`config.mk`:
```
export PLATFORM = sky130hd
export DESIGN_NAME = uart_led_matrix_write_decoder_unit
export DESIGN_NICKNAME = d
export VERILOG_FILES = /design/src/rtl/ulmwd_pkg.sv /design/src/rtl/uart_led_matrix_write_decoder_unit.sv /design/src/rtl/ulmwd_fifo.sv /design/src/rtl/ulmwd_front.sv /design/src/rtl/ulmwd_back.sv
export SDC_FILE = /design/constraint.sdc
export NUM_CORES = 2
export LEC_CHECK = 0
export BUFFER_PORTS_ARGS = -buffer_cell sky130_fd_sc_hd__buf_2
export CORE_ASPECT_RATIO = 1.5
export CORE_MARGIN = 2
export CORE_UTILIZATION = 60
export DETAILED_ROUTE_END_ITERATION = 10
export PLACE_DENSITY_LB_ADDON = 0.12
export SYNTH_ARGS = -nofsm -noshare
export SYNTH_HDL_FRONTEND = slang
export SYNTH_SLANG_ARGS = --single-unit
```
`constraint.sdc`:
```
create_clock -name clk -period 9.6 [get_ports clk]
set_input_delay 0.48 -clock clk [delete_from_list [all_inputs] [get_ports clk]]
set_output_delay 0.48 -clock clk [all_outputs]
set_load 0.1 [all_outputs]
```
`src/rtl/ulmwd_pkg.sv`:
```
// ----------------------------------------------------------------------------
// ulmwd_pkg
// Shared types and constants of the UART LED-matrix write decoder: port
// payloads, the queued operation between front and back, register indexes.
// ----------------------------------------------------------------------------
package ulmwd_pkg;

  // Accumulator width and queue depth defaults
  localparam int SumWidthDefault  = 12;
  localparam int FifoDepthDefault = 4;

  // Channel layout: C1..C12 then D1..D8
  localparam int NumC  = 12;
  localparam int NumD  = 8;
  localparam int NumCh = NumC + NumD;
  localparam int ChW   = $clog2(NumCh);

  // Duty scaling: width * 10000 / 1023
  localparam int DutyScale = 10000;

  // Configuration register indexes
  typedef enum logic {
    CFG_DEV_C = 1'b0,
    CFG_DEV_D = 1'b1
  } cfg_index_t;

  localparam logic [7:0] DevCReset = 8'd32;
  localparam logic [7:0] DevDReset = 8'd97;

  // Input beat
  typedef struct packed {
    logic [7:0] bus_byte;
    logic       frame_end;
  } in_item_t;

  // Output beat
  typedef struct packed {
    logic [4:0]  channel;
    logic [15:0] duty;
    logic        last_channel;
  } out_item_t;

  // Classified byte handed from front to back
  typedef struct packed {
    logic       is_data;
    logic       hit_c;
    logic       hit_d;
    logic [7:0] register;
    logic [7:0] data;
    logic       frame_end;
  } op_t;

endpackage

```
`src/rtl/uart_led_matrix_write_decoder_unit.sv`:
```
// ----------------------------------------------------------------------------
// uart_led_matrix_write_decoder_unit
// Top level: parser front end, operation queue, accumulator and duty back end.
// ----------------------------------------------------------------------------
// The block takes one bus byte per cycle as long as its operation queue
// (FIFO_DEPTH entries) has room. A byte marked frame end produces twenty duty
// beats, channels 0 to 19 in order, one per cycle when the output is taken,
// the first passing through the queue, the snapshot bank and channel counter,
// the multiply stage and the divide-and-output stage. The accumulators are
// copied to a snapshot bank and cleared at frame end, so bytes of the next
// frame keep flowing during emission; a further frame end waits in the
// queue until all twenty channels of the previous frame have been issued.
// Device addresses are written through cfg_we/cfg_index/cfg_wdata; the
// user must write them only while the block is idle, as the block itself
// does not enforce it.
module uart_led_matrix_write_decoder_unit
  import ulmwd_pkg::*;
#(
  parameter int SUM_WIDTH  = SumWidthDefault,
  parameter int FIFO_DEPTH = FifoDepthDefault
) (
  input  logic       clk,
  input  logic       rst,
  input  logic       cfg_we,
  input  cfg_index_t cfg_index,
  input  logic [7:0] cfg_wdata,
  input  logic       byte_valid,
  output logic       byte_ready,
  input  in_item_t   byte_item,
  output logic       duty_valid,
  input  logic       duty_ready,
  output out_item_t  duty_item
);

  logic push;
  op_t  push_op;
  op_t  head_op;
  logic fifo_full;
  logic fifo_empty;
  logic pop;
  logic accept;

  // Accept a byte beat while the queue has room
  assign byte_ready = !fifo_full;
  assign accept     = byte_valid && byte_ready;

  ulmwd_front u_front (
    .clk       (clk),
    .rst       (rst),
    .cfg_we    (cfg_we),
    .cfg_index (cfg_index),
    .cfg_wdata (cfg_wdata),
    .accept    (accept),
    .item      (byte_item),
    .push      (push),
    .push_op   (push_op)
  );

  ulmwd_fifo #(
    .DEPTH (FIFO_DEPTH)
  ) u_fifo (
    .clk     (clk),
    .rst     (rst),
    .push    (push),
    .push_op (push_op),
    .pop     (pop),
    .head_op (head_op),
    .full    (fifo_full),
    .empty   (fifo_empty)
  );

  ulmwd_back #(
    .SUM_WIDTH (SUM_WIDTH)
  ) u_back (
    .clk       (clk),
    .rst       (rst),
    .head_op   (head_op),
    .empty     (fifo_empty),
    .pop       (pop),
    .out_valid (duty_valid),
    .out_ready (duty_ready),
    .out_item  (duty_item)
  );

`ifndef SYNTH
  // The queue is never written while full
  assert property (@(posedge clk) disable iff (rst) push |-> !fifo_full)
    else $error("operation pushed into full queue");

  // The back end never takes from an empty queue
  assert property (@(posedge clk) disable iff (rst) pop |-> !fifo_empty)
    else $error("operation popped from empty queue");

  // The last beat of a frame always carries the highest channel
  assert property (@(posedge clk) disable iff (rst)
    (duty_valid && duty_item.last_channel) |-> (duty_item.channel == 5'(NumCh - 1)))
    else $error("last_channel on wrong channel");
`endif

endmodule

```
`src/rtl/ulmwd_fifo.sv`:
```
// ----------------------------------------------------------------------------
// ulmwd_fifo
// Small queue of classified operations between the parser and the
// accumulator/emitter back end. DEPTH must be a power of two.
// ----------------------------------------------------------------------------
module ulmwd_fifo
  import ulmwd_pkg::*;
#(
  parameter int DEPTH = FifoDepthDefault
) (
  input  logic clk,
  input  logic rst,
  input  logic push,
  input  op_t  push_op,
  input  logic pop,
  output op_t  head_op,
  output logic full,
  output logic empty
);

  localparam int PtrW = $clog2(DEPTH);
  localparam int CntW = $clog2(DEPTH + 1);

  op_t            mem [DEPTH];
  logic [PtrW-1:0] wr_ptr;
  logic [PtrW-1:0] rd_ptr;
  logic [CntW-1:0] count;

  assign full    = (count == CntW'(DEPTH));
  assign empty   = (count == '0);
  assign head_op = mem[rd_ptr];

  // Store incoming operation
  always_ff @(posedge clk) begin
    if (push) begin
      mem[wr_ptr] <= push_op;
    end
  end

  // Advance pointers and occupancy
  always_ff @(posedge clk) begin
    if (rst) begin
      wr_ptr <= '0;
      rd_ptr <= '0;
      count  <= '0;
    end else begin
      if (push) begin
        wr_ptr <= wr_ptr + PtrW'(1);
      end
      if (pop) begin
        rd_ptr <= rd_ptr + PtrW'(1);
      end
      if (push && !pop) begin
        count <= count + CntW'(1);
      end else if (!push && pop) begin
        count <= count - CntW'(1);
      end
    end
  end

endmodule

```
`src/rtl/ulmwd_front.sv`:
```
// ----------------------------------------------------------------------------
// ulmwd_front
// Bus parser: holds the device address registers, walks the command framing
// one byte per beat and queues data bytes and frame ends for the back end.
// ----------------------------------------------------------------------------
module ulmwd_front
  import ulmwd_pkg::*;
(
  input  logic       clk,
  input  logic       rst,
  input  logic       cfg_we,
  input  cfg_index_t cfg_index,
  input  logic [7:0] cfg_wdata,
  input  logic       accept,
  input  in_item_t   item,
  output logic       push,
  output op_t        push_op
);

  // Write commands and their data lengths, read commands
  localparam logic [7:0] CmdW1  = 8'h87;
  localparam logic [7:0] CmdW2  = 8'h99;
  localparam logic [7:0] CmdW3  = 8'h1E;
  localparam logic [7:0] CmdW4  = 8'hAA;
  localparam logic [7:0] CmdW12 = 8'h2D;
  localparam logic [7:0] CmdW16 = 8'h33;
  localparam logic [7:0] CmdW32 = 8'hB4;
  localparam logic [7:0] CmdR0  = 8'h4B;
  localparam logic [7:0] CmdR1  = 8'hCC;
  localparam logic [7:0] CmdR2  = 8'hD2;
  localparam logic [7:0] CmdR3  = 8'h55;
  localparam logic [7:0] CmdR4  = 8'hE1;
  localparam logic [7:0] CmdR5  = 8'h66;
  localparam logic [7:0] CmdR6  = 8'h78;
  localparam logic [5:0] ReadSkip  = 6'd4;
  localparam logic [5:0] CrcSkip   = 6'd2;

  typedef enum logic [2:0] {
    PH_IDLE,
    PH_DEV,
    PH_REG,
    PH_DATA,
    PH_TRAIL
  } phase_t;

  phase_t     phase;
  logic [5:0] bytes_left;
  logic [7:0] cur_dev;
  logic [7:0] cur_reg;
  logic [7:0] dev_c_addr;
  logic [7:0] dev_d_addr;

  logic [5:0] wr_len;
  logic       is_rd;
  logic [5:0] left_dec;

  // Classify command byte
  always_comb begin
    unique case (item.bus_byte)
      CmdW1:   wr_len = 6'd1;
      CmdW2:   wr_len = 6'd2;
      CmdW3:   wr_len = 6'd3;
      CmdW4:   wr_len = 6'd4;
      CmdW12:  wr_len = 6'd12;
      CmdW16:  wr_len = 6'd16;
      CmdW32:  wr_len = 6'd32;
      default: wr_len = 6'd0;
    endcase
    is_rd = (item.bus_byte == CmdR0) || (item.bus_byte == CmdR1) ||
            (item.bus_byte == CmdR2) || (item.bus_byte == CmdR3) ||
            (item.bus_byte == CmdR4) || (item.bus_byte == CmdR5) ||
            (item.bus_byte == CmdR6);
    left_dec = bytes_left - 6'd1;
  end

  // Queue data bytes and frame ends
  assign push              = accept && ((phase == PH_DATA) || item.frame_end);
  assign push_op.is_data   = (phase == PH_DATA);
  assign push_op.hit_c     = (cur_dev == dev_c_addr);
  assign push_op.hit_d     = (cur_dev == dev_d_addr);
  assign push_op.register  = cur_reg;
  assign push_op.data      = item.bus_byte;
  assign push_op.frame_end = item.frame_end;

  // Hold configuration
  always_ff @(posedge clk) begin
    if (rst) begin
      dev_c_addr <= DevCReset;
      dev_d_addr <= DevDReset;
    end else if (cfg_we) begin
      unique case (cfg_index)
        CFG_DEV_C: dev_c_addr <= cfg_wdata;
        CFG_DEV_D: dev_d_addr <= cfg_wdata;
        default:   dev_c_addr <= dev_c_addr;
      endcase
    end
  end

  // Walk command framing
  always_ff @(posedge clk) begin
    if (rst) begin
      phase      <= PH_IDLE;
      bytes_left <= '0;
      cur_dev    <= '0;
      cur_reg    <= '0;
    end else if (accept) begin
      // Drop any partial command at frame end
      if (item.frame_end) begin
        phase      <= PH_IDLE;
        bytes_left <= '0;
      end else begin
        unique case (phase)
          PH_IDLE: begin
            if (wr_len != 6'd0) begin
              bytes_left <= wr_len;
              phase      <= PH_DEV;
            end else if (is_rd) begin
              bytes_left <= ReadSkip;
              phase      <= PH_TRAIL;
            end
          end
          PH_DEV: begin
            cur_dev <= item.bus_byte;
            phase   <= PH_REG;
          end
          PH_REG: begin
            cur_reg <= item.bus_byte;
            phase   <= PH_DATA;
          end
          PH_DATA: begin
            cur_reg <= cur_reg + 8'd1;
            if (left_dec == 6'd0) begin
              bytes_left <= CrcSkip;
              phase      <= PH_TRAIL;
            end else begin
              bytes_left <= left_dec;
            end
          end
          default: begin
            bytes_left <= left_dec;
            if (left_dec == 6'd0) begin
              phase <= PH_IDLE;
            end
          end
        endcase
      end
    end
  end

endmodule

```
`src/rtl/ulmwd_back.sv`:
```
// ----------------------------------------------------------------------------
// ulmwd_back
// Executes queued operations: saturating width accumulation for the twenty
// channels, snapshot and clear at frame end, and a two-stage duty pipeline
// (multiply, then divide by 1023) that issues one channel per beat.
// ----------------------------------------------------------------------------
module ulmwd_back
  import ulmwd_pkg::*;
#(
  parameter int SUM_WIDTH = SumWidthDefault
) (
  input  logic      clk,
  input  logic      rst,
  input  op_t       head_op,
  input  logic      empty,
  output logic      pop,
  output logic      out_valid,
  input  logic      out_ready,
  output out_item_t out_item
);

  localparam int Pw = SUM_WIDTH + 14;
  localparam int Qw = Pw - 9;

  logic [SUM_WIDTH-1:0] sum      [NumCh];
  logic [SUM_WIDTH-1:0] sum_next [NumCh];
  logic [SUM_WIDTH-1:0] snap     [NumCh];

  logic           emitting;
  logic [ChW-1:0] idx;
  logic           adv;

  logic           p_valid;
  logic [Pw-1:0]  p_prod;
  logic [ChW-1:0] p_ch;
  logic           p_last;

  // Per-channel saturating add for the head operation
  for (genvar j = 0; j < NumCh; j++) begin : g_ch
    localparam int Top = (j < NumC) ? NumC - 1 : NumD - 1;
    localparam int Idx = (j < NumC) ? j : j - NumC;
    localparam int Grp = (Top - Idx) / 3;
    localparam int Pos = (Top - Idx) % 3;

    logic                hit;
    logic [9:0]          add;
    logic [SUM_WIDTH:0]  total;

    always_comb begin
      hit = head_op.is_data && ((j < NumC) ? head_op.hit_c : head_op.hit_d);
      add = '0;
      if (hit) begin
        if ((head_op.register >= 8'h30) && (head_op.register <= 8'h3B) &&
            (head_op.register[3:0] == 4'(Top - Idx))) begin
          add = {head_op.data, 2'b00};
        end else if ((head_op.register[7:2] == 6'h0F) &&
                     (head_op.register[1:0] == 2'(Grp))) begin
          add = {8'b0, head_op.data[2*Pos +: 2]};
        end
      end
      total       = {1'b0, sum[j]} + (SUM_WIDTH + 1)'(add);
      sum_next[j] = total[SUM_WIDTH] ? '1 : total[SUM_WIDTH-1:0];
    end
  end

  // Take an operation unless a frame end must wait for the snapshot bank
  assign pop = !empty && (!head_op.frame_end || !emitting);
  assign adv = !out_valid || out_ready;

  // Accumulate, snapshot and clear
  always_ff @(posedge clk) begin
    if (rst) begin
      for (int i = 0; i < NumCh; i++) begin
        sum[i] <= '0;
      end
    end else if (pop) begin
      for (int i = 0; i < NumCh; i++) begin
        sum[i] <= head_op.frame_end ? '0 : sum_next[i];
      end
    end
  end

  always_ff @(posedge clk) begin
    if (pop && head_op.frame_end) begin
      for (int i = 0; i < NumCh; i++) begin
        snap[i] <= sum_next[i];
      end
    end
  end

  // Issue channels from the snapshot and scale
  always_ff @(posedge clk) begin
    if (rst) begin
      emitting <= 1'b0;
      idx      <= '0;
      p_valid  <= 1'b0;
    end else begin
      if (pop && head_op.frame_end) begin
        emitting <= 1'b1;
        idx      <= '0;
      end
      if (adv) begin
        p_valid <= emitting;
        if (emitting) begin
          idx <= idx + ChW'(1);
          if (idx == ChW'(NumCh - 1)) begin
            emitting <= 1'b0;
          end
        end
      end
    end
  end

  always_ff @(posedge clk) begin
    if (adv && emitting) begin
      p_prod <= Pw'(snap[idx]) * Pw'(DutyScale);
      p_ch   <= idx;
      p_last <= (idx == ChW'(NumCh - 1));
    end
  end

  // Divide by 1023 as 1024 - 1: two folds and a final correction
  logic [Qw-1:0] y;
  logic [11:0]   y2;
  logic [Qw-1:0] quo;
  logic [31:0]   quo_wide;
  logic [15:0]   duty;

  always_comb begin
    y        = Qw'(p_prod[Pw-1:10]) + Qw'(p_prod[9:0]);
    y2       = 12'(y[Qw-1:10]) + 12'(y[9:0]);
    quo      = Qw'(p_prod[Pw-1:10]) + Qw'(y[Qw-1:10]) +
               Qw'(y2 >= 12'd1023) + Qw'(y2 >= 12'd2046);
    quo_wide = 32'(quo);
    duty     = (quo_wide > 32'h0000_FFFF) ? 16'hFFFF : quo_wide[15:0];
  end

  // Output register
  always_ff @(posedge clk) begin
    if (rst) begin
      out_valid <= 1'b0;
    end else if (adv) begin
      out_valid <= p_valid;
    end
  end

  always_ff @(posedge clk) begin
    if (adv && p_valid) begin
      out_item.channel      <= 5'(p_ch);
      out_item.duty         <= duty;
      out_item.last_channel <= p_last;
    end
  end

endmodule

```
== Yosys cells after proc, flatten, opt, wreduce, memory -nomap -nowiden ==
Memories as Yosys holds them, arrays and structs flattened. A register that Yosys moved wholly into a read port is not among the register bits.
Index checks and enable logic that the tools add are counted.

* Flip-flop bits (word level): 106
* Word-level logic and storage cells: 318
* Memories kept: 3
* Bits in writable memories: 560
* Output and inout bits: 24

{| class="wikitable"
|+ Memory list
! memory !! words !! bits a word !! rd ports !! clocked after Yosys merged registers in !! write ports !! RTL line !! RTL
|-
| u_back.snap || 20 || 12 || 1 || 1 || 20 || ulmwd_back.sv:27 || <nowiki>logic [SUM_WIDTH-1:0] snap [NumCh];</nowiki>
|-
| u_back.sum || 20 || 12 || 20 || 0 || 20 || ulmwd_back.sv:25 || <nowiki>logic [SUM_WIDTH-1:0] sum [NumCh];</nowiki>
|-
| u_fifo.mem || 4 || 20 || 1 || 1 || 1 || ulmwd_fifo.sv:24 || <nowiki>op_t mem [DEPTH];</nowiki>
|}

* $mul: 1
* Order comparisons: 5
* Equality and inequality tests: 39
* Bitwise gates (word level): 22
* Muxes and demuxes: 138
* Add/sub/neg operators: 32
* Reductions and logical operators: 59

{| class="wikitable"
|+ Operators by type and width
! operator !! number
|-
| $mux 12 || 60
|-
| $mux 10 || 32
|-
| $add 12x10->13 || 20
|-
| $eq 8x8->1 const B || 7
|-
| $pmux 6 s7 || 1
|-
| $add 17x1->17 || 2
|-
| $eq 8x7->1 const B || 4
|-
| $mux 2 || 14
|-
| $logic_and 1x1->1 || 27
|-
| $mux 6 || 4
|-
| $mul 12x10->22 const B || 1
|-
| $mux 3 || 7
|-
| $mux 5 || 4
|-
| $or 1x1->1 || 20
|-
| $pmux 6 s3 || 1
|-
| $add 16x10->17 || 1
|-
| $add 16x7->17 || 1
|-
| $gt 17x16->1 const B || 1
|-
| $eq 4x3->1 const B || 4
|-
| $eq 4x4->1 const B || 4
|-
| $eq 8x6->1 const B || 2
|-
| $eq 8x8->1 || 2
|-
| $pmux 8 s2 || 1
|-
| $mux 1 || 13
|-
| other kinds (39) || 63
|}

== Logic depth before layout (Yosys ltp) ==
* Depth after elaboration: 11
* Depth in mapped cells: 29

== Modules after synthesis ==
Synthesis repeated with hierarchy kept, for this count alone.

* Cells, all modules: 3661
* Area total of the unflattened synthesis: 40498.8 um^2

{| class="wikitable"
|+ Modules (own cells, without submodules)
! module !! instances !! area each (um^2) !! cells an instance !! seq. area each (um^2)
|-
| ulmwd_back || 1 || 34569.4 || 3193 || 16075.4
|-
| ulmwd_fifo || 1 || 3314.4 || 148 || 2582.5
|-
| ulmwd_front || 1 || 2605.0 || 318 || 820.8
|-
| uart_led_matrix_write_decoder_unit || 1 || 10.0 || 2 || 0.0
|}

== Worst setup path after synthesis ==
No wires, ideal clock.

* Kind: flip-flop to flip-flop
* From: register with a tool-made name
* To: memory u_back.snap[0][0] (netlist name) (enable)
* Buffers on the path: 1
* Arrival time: 6.174 ns
* Setup time: 0.590 ns
* Data required time: 9.010 ns
* Stages on the path, launching flop included: 6
* Clock period less this slack: 6.764 ns
* Slack: 2.836 ns
* Path through: dfxtp_1 > buf_4 > mux4_2 > a21oi_1 > nand2_1 > inv_1

{| class="wikitable"
|+ RTL lines
! what !! RTL line
|-
| end, declared || ulmwd_back.sv:27
|}

==> summary.txt <==
Finish
  • Share of cells above drive strength 1: 8.958%
  • Fin area: between 40000 and 50000 um2
  • Area Overhead vs Synth: 8.308%
  • Biggest regs: u_back.snap (240), u_back.sum (240), u_fifo.mem (80)
  • Fin nets: 4074

Floorplan
  • FP Rows: 116
  • # IOs: 47
  • Starting density of the core: between 60% and 70%
  • DIE HEIGHT: 322.5 um
  • Core area: approximately 67000 um2
  • Full die area: about 70000 um2
  • Die Width: between 200 and 250 um

Logic synthesis
  • Post-synth EDFFs: 610
  • Synthesis-stage register bit count: 668
  • YS warnings: 0
  • Synth Flop Type: edfxtp_1
  • Count leader, synth: edfxtp_1
  • Synth async-reset ratio: 0%
  • Synth Instances: 3698
  • Top cell type by total area after synthesis: edfxtp_1
  • Netlist cell types: 84
  • Syn avg cell area: roughly 11 um2
  • Synth Cell Area: 40570 um2
  • Net Count, Synth: 4062
  • Seq/Total Area, Yosys: 48.01%
  • Top cells by area, synth: edfxtp_1, ha_1, mux4_2
  • Synth top cells by count: edfxtp_1, nand2_1, nor2_1
  • Top cell type's share of synthesized area: 45.15%

Pwr
  • P_leak: between 0.015 and 0.02 uW
  • Logic gate share of total power: a little over half
  • Max VDD drop: 0.5493 mV
  • Seq pwr share: 32.2%
  • Power consumption: 17540 uW
  • Power Density: 399.2 nW/um2
  • Internal Power: 10240 uW
  • Switching Fraction: 41.61%
  • NetSw: 7299 uW
  • Clock share of power: about 16%

STA
  • Worst slew pin tran: ~1.2 ns
  • Slew Limit Fails: 0
  • Worst setup margin: 2.453 ns
  • Final setup fails: 0
  • Max frequency: 0.1399 GHz
  • Final min period: 7.147 ns
  • Final Hold Fails: 0
  • Final worst-path cycle share: 74.44%
  • Setup TNS: 0 ns
  • Rel. slew slack: 18.72%
  • Unrepaired setup endpoints after global routing: false
  • Layout Skew: 0.02414 ns

Clock tree
  • # hold bufs at CTS: 0
  • Clock Sinks: 668
  • Post-CTS sizing: 0
  • Clock Latency Late Sink: 0.63 ns
  • Post-CTS setup buffers: 0
  • Total CTS buffers: 69
  • CTS tree: done
  • Clk slew on worst S/H paths: 0.06 ns
  • CTS Root Cell: clkbuf_16
  • Clock buffer depth: 3
  • # H-tree levels: 3

Placement
  • GP Congestion: 0.9361
  • PortBufs: 46
  • Hpwl dp: 75330 um
  • Placed cell areas: between 40000 and 50000 um2
  • Place WS: about 2.5 ns

Global route
  • Total grt overflow: 0
  • Largest net degree at the start of global routing: 186
  • Initial antenna violation count: 5
  • Vias in the first global route: 29490
  • First-pass GRT wire length: between 150000 and 200000 um
  • GRT Util Overall: 30.72%

Critical path
  • CP arrival: 7.50 ns
  • Worst Path Max Fanout: 42
  • Setup crit end kind: flop
  • Critical path type: flop to flop
  • CP Launch Type: flop
  • Required @ worst endpoint: 9.96 ns

Detailed routing
  • Initial DRC Count: approximately 2500
  • Routed WL per cell: 22.84 um
  • Vias per cell: 6.336
  • DRC viols: 0
  • First-pass DRT Iterations: 5
  • Total Wirelength: 106200 um
  • Vias: 29470
  • Antenna-violating nets left: 0

Status
  • Status: finished, final reports clean

Run
  • Max-cap violations: 0

Min path
  • Min-Delay Path Class: input port to flop
==> worst max-delay path: stages, from the launching register on <==
cell,delay (ns)
dfxtp_4,0.93
buf_4,0.53
mux4_2,0.55
mux4_2,0.57
mux2i_1,0.70
fa_1,0.54
inv_1,0.07
ha_1,0.22
inv_1,0.07
fa_1,0.40
inv_1,0.06
ha_1,0.22
ha_1,0.28
ha_1,0.37
a2111o_1,0.40
o2111ai_1,0.33
a21oi_1,0.16
a221oi_1,0.35
xnor2_1,0.11
==> through the flow <==
step / util, % / instances / hold slack [ns]
3_5_place_dp: 62.36 / 4524 / 0.4062
4_1_cts: 65.81 / 4647 / 0.05963
6_report: 65.82 / 4651 / 0.09305
2_1_floorplan: - / 3698 / 0.4003
5_1_grt: 65.81 / 4647 / 0.1071
3_3_place_gp: 62.36 / 4524 / 0.4045
==> cell usage in the layout (no fill, tap or decap), types with 13 or more instances in the layout <==
master / Yosys / layout
nand4_1: 31 / 31
o21ai_1: 30 / 30
and3_1: 13 / 13
a211oi_1: 43 / 43
mux2i_1: 28 / 28
o22ai_1: 14 / 14
nor2_1: 308 / 307
or4_1: 13 / 13
fa_1: 50 / 50
buf_2: 21 / 46
inv_1: 184 / 183
or2_2: 25 / 24
edfxtp_1: 610 / 610
nor2b_1: 55 / 55
clkbuf_16: 0 / 75
or3_1: 22 / 21
mux4_2: 88 / 88
ha_1: 291 / 291
nand2b_1: 87 / 87
nor3b_1: 18 / 18
xor2_1: 70 / 70
o21a_1: 92 / 92
o21bai_1: 15 / 15
xnor2_1: 80 / 80
nand2_1: 337 / 337
nand3_1: 61 / 61
or2_1: 54 / 54
a21o_1: 62 / 62
clkinv_2: 0 / 15
nand3b_1: 17 / 17
mux2_2: 16 / 16
and2_1: 57 / 57
buf_4: 1 / 28
nor3_1: 114 / 114
o21ai_0: 120 / 120
o211ai_1: 34 / 34
dfxtp_1: 58 / 56
a21oi_1: 284 / 284
==> power groups by stage <==
stage / combinational (uW) / sequential, uW / clock (uW)
floorplan: 6760 / 5580 / 0
CTS: 9110 / 5640 / 2800
global route: 10100 / 5740 / 2900
detailed placement: 9020 / 5690 / 0
finish: 9110 / 5660 / 2770
global placement: 8790 / 5660 / 0
==> layer usage <==
metal | up-vias | GRT usage [%] | share of wire (%)
met3 | 291 | 4.432 | 6.7
met4 | 6 | 16.79 | 5.6
li1 | 13700 | - | -
met5 | - | 0 | 0.043
met1 | 14420 | 36.57 | 37
met2 | 1057 | 53.70 | 50
==> layout make-up <==
| type | instances | area (um2) |
|---|---|---|
| Sequential cell | 668 | 19480 |
| Inverter | 195 | 739.5 |
| Tap cell | 885 | 1107 |
| Timing Repair Buffer | 75 | 460.4 |
| Multi-Input combinational cell | 2701 | 19850 |
| Clock buffer | 82 | 1903 |
| Clock inverter | 41 | 395.4 |
| Antenna cell | 4 | 10.01 |
| Fill cell | 5080 | 22820 |
==> worst paths after layout <==
| path | startpoint | endpoint | slack, ns | cells after the start |
|---|---|---|---|---|
| worst min-delay path | cfg_wdata[5] | u_front.dev_c_addr[5] | 0.09 | 3 |
| worst max register to register | u_back.idx[0] | u_back.p_prod[25] | 2.45 | 18 |
| worst min register to register | u_back.p_last | u_back.out_item[0] | 0.42 | 0 |
| worst max-delay path | u_back.idx[0] | u_back.p_prod[25] | 2.45 | 18 |
==> kinds of logic (layout without fill, tap and decap cells) <==
kind of cell | Yosys count | after routing | synth area share, %
compound gates | 815 | 815 | 12.76
xor+xnor | 150 | 150 | 3.238
fa+ha+maj | 341 | 341 | 11.44
buf+inv | 329 | 393 | 3.118
flops | 668 | 668 | 48.01
mux | 133 | 133 | 6.047
other cells | 1 | 5 | 0.009242
simple gates | 1261 | 1261 | 15.38
No activity file was read; power rests on OpenSTA's default activity.
